`config.mk`:
```
export PLATFORM = sky130hd
export DESIGN_NAME = datetime_offset_seconds_top
export DESIGN_NICKNAME = d
export VERILOG_FILES = /design/src/dto_pkg.sv /design/src/dto_alu.sv /design/src/datetime_offset_seconds_top.sv
export SDC_FILE = /design/constraint.sdc
export NUM_CORES = 2
export LEC_CHECK = 0
export BUFFER_PORTS_ARGS = -buffer_cell sky130_fd_sc_hd__buf_2
export CAP_MARGIN = 5
export CORE_MARGIN = 3
export CORE_UTILIZATION = 63
export DETAILED_ROUTE_END_ITERATION = 10
export PLACE_DENSITY = 0.92
export SLEW_MARGIN = 20
export SYNTH_ARGS = -nofsm -noshare
export SYNTH_HDL_FRONTEND = slang
export SYNTH_SLANG_ARGS = --single-unit
```
`constraint.sdc`:
```
create_clock -name clk -period 8.9 [get_ports clk]
set_clock_uncertainty 0.05 [all_clocks]
set_input_delay 0.89 -clock clk [delete_from_list [all_inputs] [get_ports clk]]
set_output_delay 0.89 -clock clk [all_outputs]
set_load 0.02 [all_outputs]
```
`src/dto_pkg.sv`:
```
// Shared types, constants and calendar functions for the datetime offset block.
`default_nettype none

package dto_pkg;

    // Result status codes.
    localparam logic [1:0] ST_OK      = 2'd0;
    localparam logic [1:0] ST_INVALID = 2'd1;
    localparam logic [1:0] ST_RANGE   = 2'd2;

    // Calendar range and time constants.
    localparam logic [10:0] YEAR_MIN  = 11'd1900;
    localparam logic [10:0] YEAR_MAX  = 11'd2030;
    localparam int          DAY_SECS  = 86400;
    localparam int          HOUR_SECS = 3600;
    localparam int          MIN_SECS  = 60;
    localparam int          HOURS_PER_DAY = 24;

    // Reciprocals for the constant divisions: q = (x * RECIP) >> SHIFT, exact over the
    // operand widths used. The day split takes the instant divided by 128 (86400 = 128 * 675),
    // the hour split the second of day divided by 16 (3600 = 16 * 225) and the minute
    // split the second of hour divided by 4 (60 = 4 * 15).
    localparam logic [26:0] DAY_RECIP        = 27'd101806633;
    localparam int          DAY_RECIP_SHIFT  = 36;
    localparam logic [13:0] HOUR_RECIP       = 14'd9321;
    localparam int          HOUR_RECIP_SHIFT = 21;
    localparam logic [10:0] MIN_RECIP        = 11'd1093;
    localparam int          MIN_RECIP_SHIFT  = 14;

    // Days from 1/1/1900 through 31/12/2030 (131 years, 32 of them leap).
    localparam int RANGE_DAYS = 131 * 365 + 32;

    // Last representable second of the range, counted from 1/1/1900 00:00:00.
    localparam logic [32:0] T_MAX = 33'(64'(RANGE_DAYS) * 64'(DAY_SECS) - 64'd1);

    // Result of the shared compare and subtract unit.
    typedef struct packed {
        logic        ge;
        logic [32:0] diff;
    } dto_alu_res_t;

    // Leap rule inside 1900..2030: a multiple of four other than 1900.
    // Years outside the range are rejected before this matters.
    function automatic logic is_leap(input logic [10:0] y);
        return (y[1:0] == 2'b00) && (y != YEAR_MIN);
    endfunction

    function automatic logic [8:0] days_in_year(input logic [10:0] y);
        return is_leap(y) ? 9'd366 : 9'd365;
    endfunction

    function automatic logic [4:0] days_in_month(input logic [3:0] m, input logic [10:0] y);
        logic [4:0] len;
        case (m)
            4'd1, 4'd3, 4'd5, 4'd7, 4'd8, 4'd10, 4'd12: len = 5'd31;
            4'd4, 4'd6, 4'd9, 4'd11:                    len = 5'd30;
            4'd2:                                       len = is_leap(y) ? 5'd29 : 5'd28;
            default:                                    len = 5'd0;
        endcase
        return len;
    endfunction

    // Days in a common year before the first of month m.
    function automatic logic [8:0] days_before_month(input logic [3:0] m);
        logic [8:0] d;
        case (m)
            4'd1:    d = 9'd0;
            4'd2:    d = 9'd31;
            4'd3:    d = 9'd59;
            4'd4:    d = 9'd90;
            4'd5:    d = 9'd120;
            4'd6:    d = 9'd151;
            4'd7:    d = 9'd181;
            4'd8:    d = 9'd212;
            4'd9:    d = 9'd243;
            4'd10:   d = 9'd273;
            4'd11:   d = 9'd304;
            4'd12:   d = 9'd334;
            default: d = 9'd0;
        endcase
        return d;
    endfunction

endpackage

`default_nettype wire

```
`src/dto_alu.sv`:
```
// Shared compare and subtract unit used by the subtract and walk steps of the sequencer.
`default_nettype none

module dto_alu
    import dto_pkg::*;
(
    input  wire logic [32:0]  a,
    input  wire logic [32:0]  b,
    output dto_alu_res_t      res
);

    logic [33:0] wide_diff;

    // One wide subtract; the borrow out gives the compare.
    always_comb
    begin
        wide_diff = {1'b0, a} - {1'b0, b};
        res.ge    = ~wide_diff[33];
        res.diff  = wide_diff[32:0];
    end

endmodule

`default_nettype wire

```
`src/datetime_offset_seconds_top.sv`:
```
// Top level of the datetime offset block: sequencer around a shared compare/subtract unit.
//
//  channel | direction | handshake          | payload
//  --------+-----------+--------------------+------------------------------------------------
//  in      | in        | in_valid, in_stall | op, day, month, year, hour, minute, second,
//          |           |                    | n_seconds
//  out     | out       | out_valid,out_stall| res_day, res_month, res_year, res_hour,
//          |           |                    | res_minute, res_second, status
//
// An invalid item goes from the check straight to the finishing step. A valid item is set up
// (day count, instant, offset), has the day split off, walks whole years and then months, has
// hour, minute and second split off and ends in the finishing step; the year walk is the longest part.
// in_stall is high from acceptance until the result is loaded into the output register.
// A result held by out_stall keeps the block in its finishing step; reset clears the
// sequencer and the output valid flag asynchronously.
`default_nettype none

module datetime_offset_seconds_top
    import dto_pkg::*;
(
    input  wire logic        clk,
    input  wire logic        rst_n,
    input  wire logic        in_valid,
    output logic             in_stall,
    input  wire logic        op,
    input  wire logic [4:0]  day,
    input  wire logic [3:0]  month,
    input  wire logic [10:0] year,
    input  wire logic [4:0]  hour,
    input  wire logic [5:0]  minute,
    input  wire logic [5:0]  second,
    input  wire logic [30:0] n_seconds,
    output logic             out_valid,
    input  wire logic        out_stall,
    output logic [4:0]       res_day,
    output logic [3:0]       res_month,
    output logic [10:0]      res_year,
    output logic [4:0]       res_hour,
    output logic [5:0]       res_minute,
    output logic [5:0]       res_second,
    output logic [1:0]       status
);

    // Sequencer states.
    localparam logic [3:0] S_IDLE = 4'd0;
    localparam logic [3:0] S_DAYS = 4'd1;
    localparam logic [3:0] S_MUL  = 4'd2;
    localparam logic [3:0] S_ADD  = 4'd3;
    localparam logic [3:0] S_QDAY = 4'd4;
    localparam logic [3:0] S_RDAY = 4'd5;
    localparam logic [3:0] S_YEAR = 4'd6;
    localparam logic [3:0] S_MON  = 4'd7;
    localparam logic [3:0] S_QHR  = 4'd8;
    localparam logic [3:0] S_RHR  = 4'd9;
    localparam logic [3:0] S_QMIN = 4'd10;
    localparam logic [3:0] S_RMIN = 4'd11;
    localparam logic [3:0] S_DONE = 4'd12;

    logic [3:0]  state_reg, state_next;
    logic        out_valid_reg, out_valid_next;

    // Captured input item.
    logic        op_reg, op_next;
    logic [4:0]  day_in_reg, day_in_next;
    logic [3:0]  mon_in_reg, mon_in_next;
    logic [10:0] year_in_reg, year_in_next;
    logic [4:0]  hour_in_reg, hour_in_next;
    logic [5:0]  min_in_reg, min_in_next;
    logic [5:0]  sec_in_reg, sec_in_next;
    logic [30:0] n_reg, n_next;

    // Working registers.
    logic [32:0] acc_reg, acc_next;
    logic [16:0] sod_reg, sod_next;
    logic [15:0] days_reg, days_next;
    logic [10:0] year_reg, year_next;
    logic [3:0]  mon_reg, mon_next;
    logic [4:0]  hour_reg, hour_next;
    logic [5:0]  min_reg, min_next;
    logic [5:0]  sec_reg, sec_next;
    logic [1:0]  status_reg, status_next;

    // Output register.
    logic [4:0]  res_day_reg, res_day_next;
    logic [3:0]  res_month_reg, res_month_next;
    logic [10:0] res_year_reg, res_year_next;
    logic [4:0]  res_hour_reg, res_hour_next;
    logic [5:0]  res_minute_reg, res_minute_next;
    logic [5:0]  res_second_reg, res_second_next;
    logic [1:0]  status_out_reg, status_out_next;

    logic [32:0]  alu_a, alu_b;
    dto_alu_res_t alu_res;

    logic         in_ok;
    logic [7:0]   year_off;
    logic [10:0]  leap_cnt_full;
    logic [5:0]   leap_cnt;
    logic         feb_adj;
    logic [33:0]  sum_add;
    logic [52:0]  day_prod;
    logic [26:0]  hour_prod;
    logic [20:0]  min_prod;
    logic         load_out;

    dto_alu u_alu
    (
        .a   (alu_a),
        .b   (alu_b),
        .res (alu_res)
    );

    // Operand selection for the shared unit.
    always_comb
    begin
        alu_a = acc_reg;
        alu_b = 33'd0;
        case (state_reg)
            S_ADD:  alu_b = {2'b00, n_reg};
            S_RDAY: alu_b = {17'd0, days_reg} * 33'(DAY_SECS);
            S_YEAR:
            begin
                alu_a = {17'd0, days_reg};
                alu_b = {24'd0, days_in_year(year_reg)};
            end
            S_MON:
            begin
                alu_a = {17'd0, days_reg};
                alu_b = {28'd0, days_in_month(mon_reg, year_reg)};
            end
            S_RHR:  alu_b = {28'd0, hour_reg} * 33'(HOUR_SECS);
            S_RMIN: alu_b = {27'd0, min_reg} * 33'(MIN_SECS);
            default: alu_b = 33'd0;
        endcase
    end

    // Validity of the captured item, the terms of its day count from 1/1/1900 and the offset sum.
    always_comb
    begin
        in_ok = (mon_in_reg >= 4'd1) && (mon_in_reg <= 4'd12) &&
                (year_in_reg >= YEAR_MIN) && (year_in_reg <= YEAR_MAX) &&
                (day_in_reg >= 5'd1) &&
                (day_in_reg <= days_in_month(mon_in_reg, year_in_reg)) &&
                (hour_in_reg < 5'(HOURS_PER_DAY)) && (min_in_reg <= 6'd59) &&
                (sec_in_reg <= 6'd59);
        year_off      = 8'(year_in_reg - YEAR_MIN);
        // Leap years before this one: multiples of four from 1904 up.
        leap_cnt_full = ((year_in_reg - 11'd1) >> 2) - 11'd475;
        leap_cnt      = (year_in_reg > YEAR_MIN) ? leap_cnt_full[5:0] : 6'd0;
        feb_adj       = is_leap(year_in_reg) && (mon_in_reg > 4'd2);
        sum_add       = {1'b0, acc_reg} + {3'b000, n_reg};
        // Reciprocal products for the day, hour and minute quotients.
        day_prod      = 53'(acc_reg[32:7]) * 53'(DAY_RECIP);
        hour_prod     = 27'(acc_reg[16:4]) * 27'(HOUR_RECIP);
        min_prod      = 21'(acc_reg[11:2]) * 21'(MIN_RECIP);
    end

    // Sequencer next-state logic.
    always_comb
    begin
        state_next      = state_reg;
        out_valid_next  = out_valid_reg;
        op_next         = op_reg;
        day_in_next     = day_in_reg;
        mon_in_next     = mon_in_reg;
        year_in_next    = year_in_reg;
        hour_in_next    = hour_in_reg;
        min_in_next     = min_in_reg;
        sec_in_next     = sec_in_reg;
        n_next          = n_reg;
        acc_next        = acc_reg;
        sod_next        = sod_reg;
        days_next       = days_reg;
        year_next       = year_reg;
        mon_next        = mon_reg;
        hour_next       = hour_reg;
        min_next        = min_reg;
        sec_next        = sec_reg;
        status_next     = status_reg;
        res_day_next    = res_day_reg;
        res_month_next  = res_month_reg;
        res_year_next   = res_year_reg;
        res_hour_next   = res_hour_reg;
        res_minute_next = res_minute_reg;
        res_second_next = res_second_reg;
        status_out_next = status_out_reg;
        load_out        = 1'b0;

        // The taker drains the output register.
        if (out_valid_reg && !out_stall)
        begin
            out_valid_next = 1'b0;
        end

        case (state_reg)
            S_IDLE:
            begin
                if (in_valid)
                begin
                    op_next      = op;
                    day_in_next  = day;
                    mon_in_next  = month;
                    year_in_next = year;
                    hour_in_next = hour;
                    min_in_next  = minute;
                    sec_in_next  = second;
                    n_next       = n_seconds;
                    state_next   = S_DAYS;
                end
            end

            S_DAYS:
            begin
                if (in_ok)
                begin
                    days_next = 16'(year_off) * 16'd365 + 16'(leap_cnt) +
                                16'(days_before_month(mon_in_reg)) + 16'(feb_adj) +
                                16'(day_in_reg) - 16'd1;
                    sod_next    = 17'(hour_in_reg) * 17'(HOUR_SECS) +
                                  17'(min_in_reg) * 17'(MIN_SECS) + 17'(sec_in_reg);
                    status_next = ST_OK;
                    state_next  = S_MUL;
                end
                else
                begin
                    status_next = ST_INVALID;
                    state_next  = S_DONE;
                end
            end

            S_MUL:
            begin
                acc_next   = {17'd0, days_reg} * 33'(DAY_SECS) + {16'd0, sod_reg};
                state_next = S_ADD;
            end

            // Apply the offset and clamp to the calendar range.
            S_ADD:
            begin
                if (!op_reg)
                begin
                    if (sum_add > {1'b0, T_MAX})
                    begin
                        acc_next    = T_MAX;
                        status_next = ST_RANGE;
                    end
                    else
                    begin
                        acc_next = sum_add[32:0];
                    end
                end
                else if (alu_res.ge)
                begin
                    acc_next = alu_res.diff;
                end
                else
                begin
                    acc_next    = 33'd0;
                    status_next = ST_RANGE;
                end
                state_next = S_QDAY;
            end

            // Whole days in the instant.
            S_QDAY:
            begin
                days_next  = day_prod[DAY_RECIP_SHIFT +: 16];
                state_next = S_RDAY;
            end

            // Second of day left after the whole days.
            S_RDAY:
            begin
                acc_next   = alu_res.diff;
                year_next  = YEAR_MIN;
                state_next = S_YEAR;
            end

            // Step whole years off the day count.
            S_YEAR:
            begin
                if ((year_reg < YEAR_MAX) && alu_res.ge)
                begin
                    days_next = alu_res.diff[15:0];
                    year_next = year_reg + 11'd1;
                end
                else
                begin
                    mon_next   = 4'd1;
                    state_next = S_MON;
                end
            end

            // Step whole months off the day count.
            S_MON:
            begin
                if ((mon_reg < 4'd12) && alu_res.ge)
                begin
                    days_next = alu_res.diff[15:0];
                    mon_next  = mon_reg + 4'd1;
                end
                else
                begin
                    state_next = S_QHR;
                end
            end

            // Hour of the second of day.
            S_QHR:
            begin
                hour_next  = hour_prod[HOUR_RECIP_SHIFT +: 5];
                state_next = S_RHR;
            end

            // Seconds left within the hour.
            S_RHR:
            begin
                acc_next   = alu_res.diff;
                state_next = S_QMIN;
            end

            // Minute within the hour.
            S_QMIN:
            begin
                min_next   = min_prod[MIN_RECIP_SHIFT +: 6];
                state_next = S_RMIN;
            end

            // What is left after the minutes is the second.
            S_RMIN:
            begin
                sec_next   = alu_res.diff[5:0];
                state_next = S_DONE;
            end

            // Hand the item to the output register once it is free.
            S_DONE:
            begin
                if (!out_valid_reg || !out_stall)
                begin
                    load_out       = 1'b1;
                    out_valid_next = 1'b1;
                    state_next     = S_IDLE;
                end
            end

            default: state_next = S_IDLE;
        endcase

        if (load_out)
        begin
            status_out_next = status_reg;
            if (status_reg == ST_INVALID)
            begin
                res_day_next    = day_in_reg;
                res_month_next  = mon_in_reg;
                res_year_next   = year_in_reg;
                res_hour_next   = hour_in_reg;
                res_minute_next = min_in_reg;
                res_second_next = sec_in_reg;
            end
            else
            begin
                res_day_next    = 5'(days_reg + 16'd1);
                res_month_next  = mon_reg;
                res_year_next   = year_reg;
                res_hour_next   = hour_reg;
                res_minute_next = min_reg;
                res_second_next = sec_reg;
            end
        end
    end

    // Control registers.
    always_ff @(posedge clk or negedge rst_n)
    begin
        if (!rst_n)
        begin
            state_reg     <= S_IDLE;
            out_valid_reg <= 1'b0;
        end
        else
        begin
            state_reg     <= state_next;
            out_valid_reg <= out_valid_next;
        end
    end

    // Payload and working registers.
    always_ff @(posedge clk)
    begin
        op_reg         <= op_next;
        day_in_reg     <= day_in_next;
        mon_in_reg     <= mon_in_next;
        year_in_reg    <= year_in_next;
        hour_in_reg    <= hour_in_next;
        min_in_reg     <= min_in_next;
        sec_in_reg     <= sec_in_next;
        n_reg          <= n_next;
        acc_reg        <= acc_next;
        sod_reg        <= sod_next;
        days_reg       <= days_next;
        year_reg       <= year_next;
        mon_reg        <= mon_next;
        hour_reg       <= hour_next;
        min_reg        <= min_next;
        sec_reg        <= sec_next;
        status_reg     <= status_next;
        res_day_reg    <= res_day_next;
        res_month_reg  <= res_month_next;
        res_year_reg   <= res_year_next;
        res_hour_reg   <= res_hour_next;
        res_minute_reg <= res_minute_next;
        res_second_reg <= res_second_next;
        status_out_reg <= status_out_next;
    end

    // Port drive.
    assign in_stall   = (state_reg != S_IDLE);
    assign out_valid  = out_valid_reg;
    assign res_day    = res_day_reg;
    assign res_month  = res_month_reg;
    assign res_year   = res_year_reg;
    assign res_hour   = res_hour_reg;
    assign res_minute = res_minute_reg;
    assign res_second = res_second_reg;
    assign status     = status_out_reg;

endmodule

`default_nettype wire

```
Word-level counts from Yosys, hierarchy flattened

Memories as Yosys holds them, arrays and structs flattened. A register that Yosys moved wholly into a read port is not among the register bits.
Cells that the tools add are included.

Register bits: 213
ROM bits: 144
Output and inout bits: 41
Word-level logic and storage cells: 200
Memories kept: 1

$add $sub $neg: 16
Multiply operators: 9
Magnitude comparators: 14
Equal/unequal tests: 48
Multiplexer cells: 46
Bitwise logic cells: 1
Reductions and logical operators: 39

Memory list:

| name            | words | width | rd ports | clocked after Yosys merged registers in | write ports | RTL line      | RTL |
|---|---|---|---|---|---|---|---|
| (no name shown) | 16    | 9     | 1        | 1                                       | 0           | dto_pkg.sv:66 | `case (m)` |

Operators with widths:

| kind                     | number |
|---|---|
| $pmux W33 S6             | 1 |
| $mux W33                 | 4 |
| $pmux W33 S3             | 1 |
| $pmux W16 S4             | 1 |
| $eq A4 B4 Y1 const B     | 15 |
| $mul A26 B27 Y52 const B | 1 |
| $pmux W4 S13             | 1 |
| $eq A4 B3 Y1 const B     | 12 |
| $mux W16                 | 3 |
| $mux W4                  | 9 |
| $add A33 B31 Y34         | 1 |
| $gt A34 B32 Y1 const B   | 1 |
| $sub A33 B33 Y34         | 1 |
| $add A33 B17 Y33         | 1 |
| $pmux W5 S3              | 2 |
| $mul A13 B14 Y26 const B | 1 |
| $mul A16 B10 Y26 const B | 1 |
| $mul A5 B8 Y13 const B   | 2 |
| $eq A4 B2 Y1 const B     | 6 |
| $mux W11                 | 2 |
| $ne A11 B11 Y1 const B   | 2 |
| $pmux W11 S2             | 1 |
| $mul A10 B11 Y20 const B | 1 |
| $mul A6 B4 Y10 const B   | 2 |
| 53 further kinds         | 101 |

Depth between registers and ports, before layout

Depth after elaboration: 17
Depth in mapped cells: 29
Gate-level depth less buffers: 28

Hierarchy

A second synthesis with hierarchy kept.

Cells, all modules: 3687
Area, all modules: 35424.0 um2

By module, submodules not included:

| module                      | instances | cells an instance | area an instance (um2) | seq. area each (um2) |
|---|---|---|---|---|
| datetime_offset_seconds_top | 1         | 3390              | 33410.8                | 6551.3 |
| dto_alu                     | 1         | 297               | 2013.2                 | 0.0 |

Worst setup path after synthesis

Ideal clock, no wire load.

Kind: reg-to-reg
Start: register days_reg[3]
End: register year_reg[0] (enable)
Setup time: 0.394 ns
Data arrival time: 6.452 ns
Data required time: 8.456 ns
Slack: 2.004 ns
Stages on the path, launching flop included: 27
Path buffers: 0
Clock period less this slack: 6.896 ns
Path through: edfxtp_1 -> ha_1 -> inv_1 -> fa_1 -> inv_1 -> fa_1 -> ha_1 -> inv_1 -> fa_1 -> inv_1 -> ha_1 -> o21ai_0 -> o211a_1 -> or2_2 -> a211oi_1 -> nor4_1 -> nor2_1 -> a22oi_1 -> ha_1 -> a21o_1 -> a21o_1 -> a21oi_1 -> nor2b_1 -> a311oi_1 -> o21bai_1 -> o31ai_1 -> o21ai_0

Longest elaborated chain between the ends: 7
Elaborated cells between the ends (all ways): 8
Those cells by class: add/sub (1); mul (1); eq/ne (1); mux (2); bitwise (1); reduce/logical (2)

Ends and longest elaborated chain:

| what                            | RTL line                           | RTL |
|---|---|---|
| from (decl)                     | datetime_offset_seconds_top.sv:75  | `logic [15:0] days_reg, days_next;` |
| from (signal assigned)          | datetime_offset_seconds_top.sv:402 | `days_reg <= days_next;` |
| $mul A16 B10 Y26                | datetime_offset_seconds_top.sv:120 | `S_RDAY: alu_b = {17'd0, days_reg} * 33'(DAY_SECS);` |
| $pmux W33 S6                    | datetime_offset_seconds_top.sv:118 | `case (state_reg)` |
| $sub A33 B33 Y34 (*)            | dto_alu.sv:17                      | `wide_diff = {1'b0, a} - {1'b0, b};` |
| $not A1 Y1 (*)                  | dto_alu.sv:18                      | `res.ge = ~wide_diff[33];` |
| $logic_and A1 B1 Y1 (*)         | datetime_offset_seconds_top.sv:282 | `if ((year_reg < YEAR_MAX) && alu_res.ge)` |
| $ne A2 B2 Y1 (no line) (*)      | n/a                                |  |
| $reduce_and A2 Y1 (no line) (*) | n/a                                |  |
| to (signal assigned)            | datetime_offset_seconds_top.sv:403 | `year_reg <= year_next;` |
| to (decl)                       | datetime_offset_seconds_top.sv:76  | `logic [10:0] year_reg, year_next;` |

Mark *: on every way between the ends. The rest lies on a longest branch, timed or not.
A chain may end at the register's enable or synchronous reset.

Final worst setup path

Start: register acc_reg[13]
End: register days_reg[12], data pin

Longest elaborated chain between the ends: 2

Ends and longest elaborated chain:

| what                    | RTL line                           | RTL |
|---|---|---|
| from (decl)             | datetime_offset_seconds_top.sv:73  | `logic [32:0] acc_reg, acc_next;` |
| from (signal assigned)  | datetime_offset_seconds_top.sv:400 | `acc_reg <= acc_next;` |
| $mul A26 B27 Y52        | datetime_offset_seconds_top.sv:153 | `day_prod = 53'(acc_reg[32:7]) * 53'(DAY_RECIP);` |
| $pmux W16 S4            | datetime_offset_seconds_top.sv:195 | `case (state_reg)` |
| named net days_next[12] | datetime_offset_seconds_top.sv:75  |  |

The timed path passes the listed nets, and every way through them passes these cells.

==> summary.txt <==
Status
  – Status: finished, final reports clean

Clocking
  – Htree depth: 1
  – CTS buffer count: 27
  – Clock transition at path regs: 0.06 ns
  – CTS tree: built
  – Resized Gates After CTS: 0
  – CTS max path bufs: 3
  – Clock root buffer: clkbuf_16
  – Setup bufs post-CTS: 0
  – Post-CTS Hold Fix Bufs: 0
  – Clk_lat worst skew: 0.60 ns
  – Sink Count: 222

Worst setup path
  – Setup CP Type: register to register
  – CP peak stage delay: 0.88 ns
  – Max stage delay cell, worst path: edfxtp_1
  – Critical-path cell list: ha_1 -> inv_1 -> fa_1 -> fa_1 -> inv_1 -> fa_1 -> fa_1 -> inv_1 -> fa_1 -> inv_1 -> fa_1 -> ha_1 -> a211oi_1 -> o22ai_1 -> o311ai_0 -> nand3_1 -> o211ai_1 -> o21ai_0 -> or4_1 -> a31oi_1 -> xor2_1 -> o221ai_1
  – Worst Setup End Kind: register
  – CP required: 9.14 ns
  – Worst path bufs/invs: 4
  – CP arrival: 8.37 ns
  – Crit path launch type: register
  – Critical path's most frequent cell: fa_1
  – Critical Path Fanout Max: 13
  – Top Family by Delay on Critical Path: adder cells

Placement
  – I/O Buffers: 113
  – Hpwl dp: 79600 um
  – Gp weighted congestion: 1.02

Logic synthesis
  – Synth Flop Type: edfxtp_1
  – Post-synth EDFFs: 208
  – Synth Instances: 3428
  – Yosys synthesis warning count: 0
  – Mapped Nets: 4557
  – Seq/Total Area, Yosys: 19.2%
  – Area of the mapped netlist: 0.0342 mm2
  – Post-synth top area share: 26.6%
  – Synth cell types: 81
  – Area contributors post-synth: ha_1 27%, fa_1 19%, edfxtp_1 18%, inv_1 6.7%, xnor2_1 3.5%
  – Syn Area/Cell: 9.97 um2
  – Cell taking the most area after synthesis: ha_1
  – Synth cell count leaders: 727 x ha_1, 613 x inv_1, 329 x fa_1, 208 x edfxtp_1, 161 x nand2_1
  – Asr flop ratio synth: 2.25%
  – Most frequent cell after synthesis: ha_1
  – Flops & latches, synth: 222

Timing
  – Tcrit/Tclk final: 91.4%
  – Slew Limit Headroom: 28.4%
  – Slew Viols, Final: 0
  – Final Setup Violations: 0
  – Min Tclk post-route: 8.13 ns
  – Setup TNS: 0 ns
  – Hold Fails Final Rpt: 0
  – RSZ-0062 raised after global routing: false
  – Max frequency: 123 MHz
  – Worst-Margin Slew: 1.06 ns

Cells and area
  – Layout area overhead: 6.90%
  – Share of cells above drive strength 1: 6.95%
  – Final nets: 4662
  – Max reg flops: 33

Floorplanning
  – Full die area: 0.0571 mm2
  – DIE WIDTH: 239 um
  – Io pins: 114
  – Initial Util: 64.4%
  – Row count: 84
  – Die H: 239 um
  – Core area: 0.0531 mm2

Global routing
  – Met3 GRT Util: 6.77%
  – Gr busiest metal: met2
  – First-pass GRT wire length: 155000 um
  – Number of global-route vias before repair: 28763
  – Total GRT Usage: 34.8%
  – GRT met2 Usage: 57.9%
  – Routing usage on met1: 42.4%
  – Congestion Overflow GR: 0
  – Initial antenna violation count: 2
  – Largest net degree at the start of global routing: 59

Drt
  – Wire length per cell: 23.2 um
  – DRT Pass-1 Iters: 6
  – Final ANT Viol Nets: 0
  – Via density: 6.41
  – # DRC: 0
  – DRC violation total after the first TritonRoute iteration: 2772
  – Final WL: 98400 um
  – Via count: 27208

Hold path
  – HP Class: input port to asynchronous set/reset pin

Flow run
  – Maxcap violations: 0
-- cell type report --
type	instances	area, um2
multi-input cells	2529	25100
clock buffers	33	708
clock inverters	17	175
inverters	613	2300
diodes	2	5.00
repair buffers	140	788
fillers	3770	16500
well taps	688	861
flip-flops and latches	222	6550
-- placed cells by master, fill, tap and decap left out, drive strengths merged, types with 65 or more instances in the layout --
cell type and instances:
ha 727, edfxtp 208, o21ai 150, fa 329
a21oi 157, inv 617, buf 140, xnor2 136
a21o 65, nor2 133, nand2 161
-- through the flow --
stage                     cells  hold slack, ns  instance area [um2]  setup WS, ns  utilization [%]
after floorplan            3428           0.368                34200          2.00                -
after global placement     4191           0.379                35600          1.18             67.1
after detailed placement   4192           0.396                35600         0.866             67.1
after CTS                  4242          0.0482                36500         0.917             68.8
after global routing       4243          0.0554                36500         0.309             68.8
final                      4244          0.0586                36500         0.768             68.8
-- final timing paths --
path                                from           end  slack, ns  cells after the start
max in group asynchronous          rst_n  state_reg[3]       8.60                      1
setup reg to reg             acc_reg[13]  days_reg[12]       0.77                     22
hold reg to reg            sec_in_reg[0]    sod_reg[0]       0.41                      0
hold / removal                     rst_n  state_reg[2]       0.06                      1
min in group clk           sec_in_reg[0]    sod_reg[0]       0.41                      0
setup / recovery             acc_reg[13]  days_reg[12]       0.77                     22
-- layer usage --
metal | wire (um) | vias up
li1 | - | 12094
met1 | 35700 | 13061
met2 | 46200 | 1608
met3 | 9490 | 445
met4 | 6970 | 0
met5 | 0 | -
-- worst register-to-register path: cells and delay by family, from the launching register on --
family	cells	cell delay [ns]
fa+ha+maj	8	3.60
buf+inv	4	0.28
simple gates	2	0.67
compound gates	7	2.09
flops	1	0.88
xor+xnor	1	0.29
-- cells by family after synthesis --
logic type               synth area share (%)
adder cells (fa/ha/maj)                  45.9
buffers and inverters                    7.52
AO/OA/AOI/OAI                            13.1
AND/OR/NAND/NOR                          8.13
flip-flops                               19.2
XOR/XNOR                                 4.95
multiplexers                             1.24
Power is not shown: default switching activity piles up to over one toggle a cycle in this logic, so the estimate is an artifact.
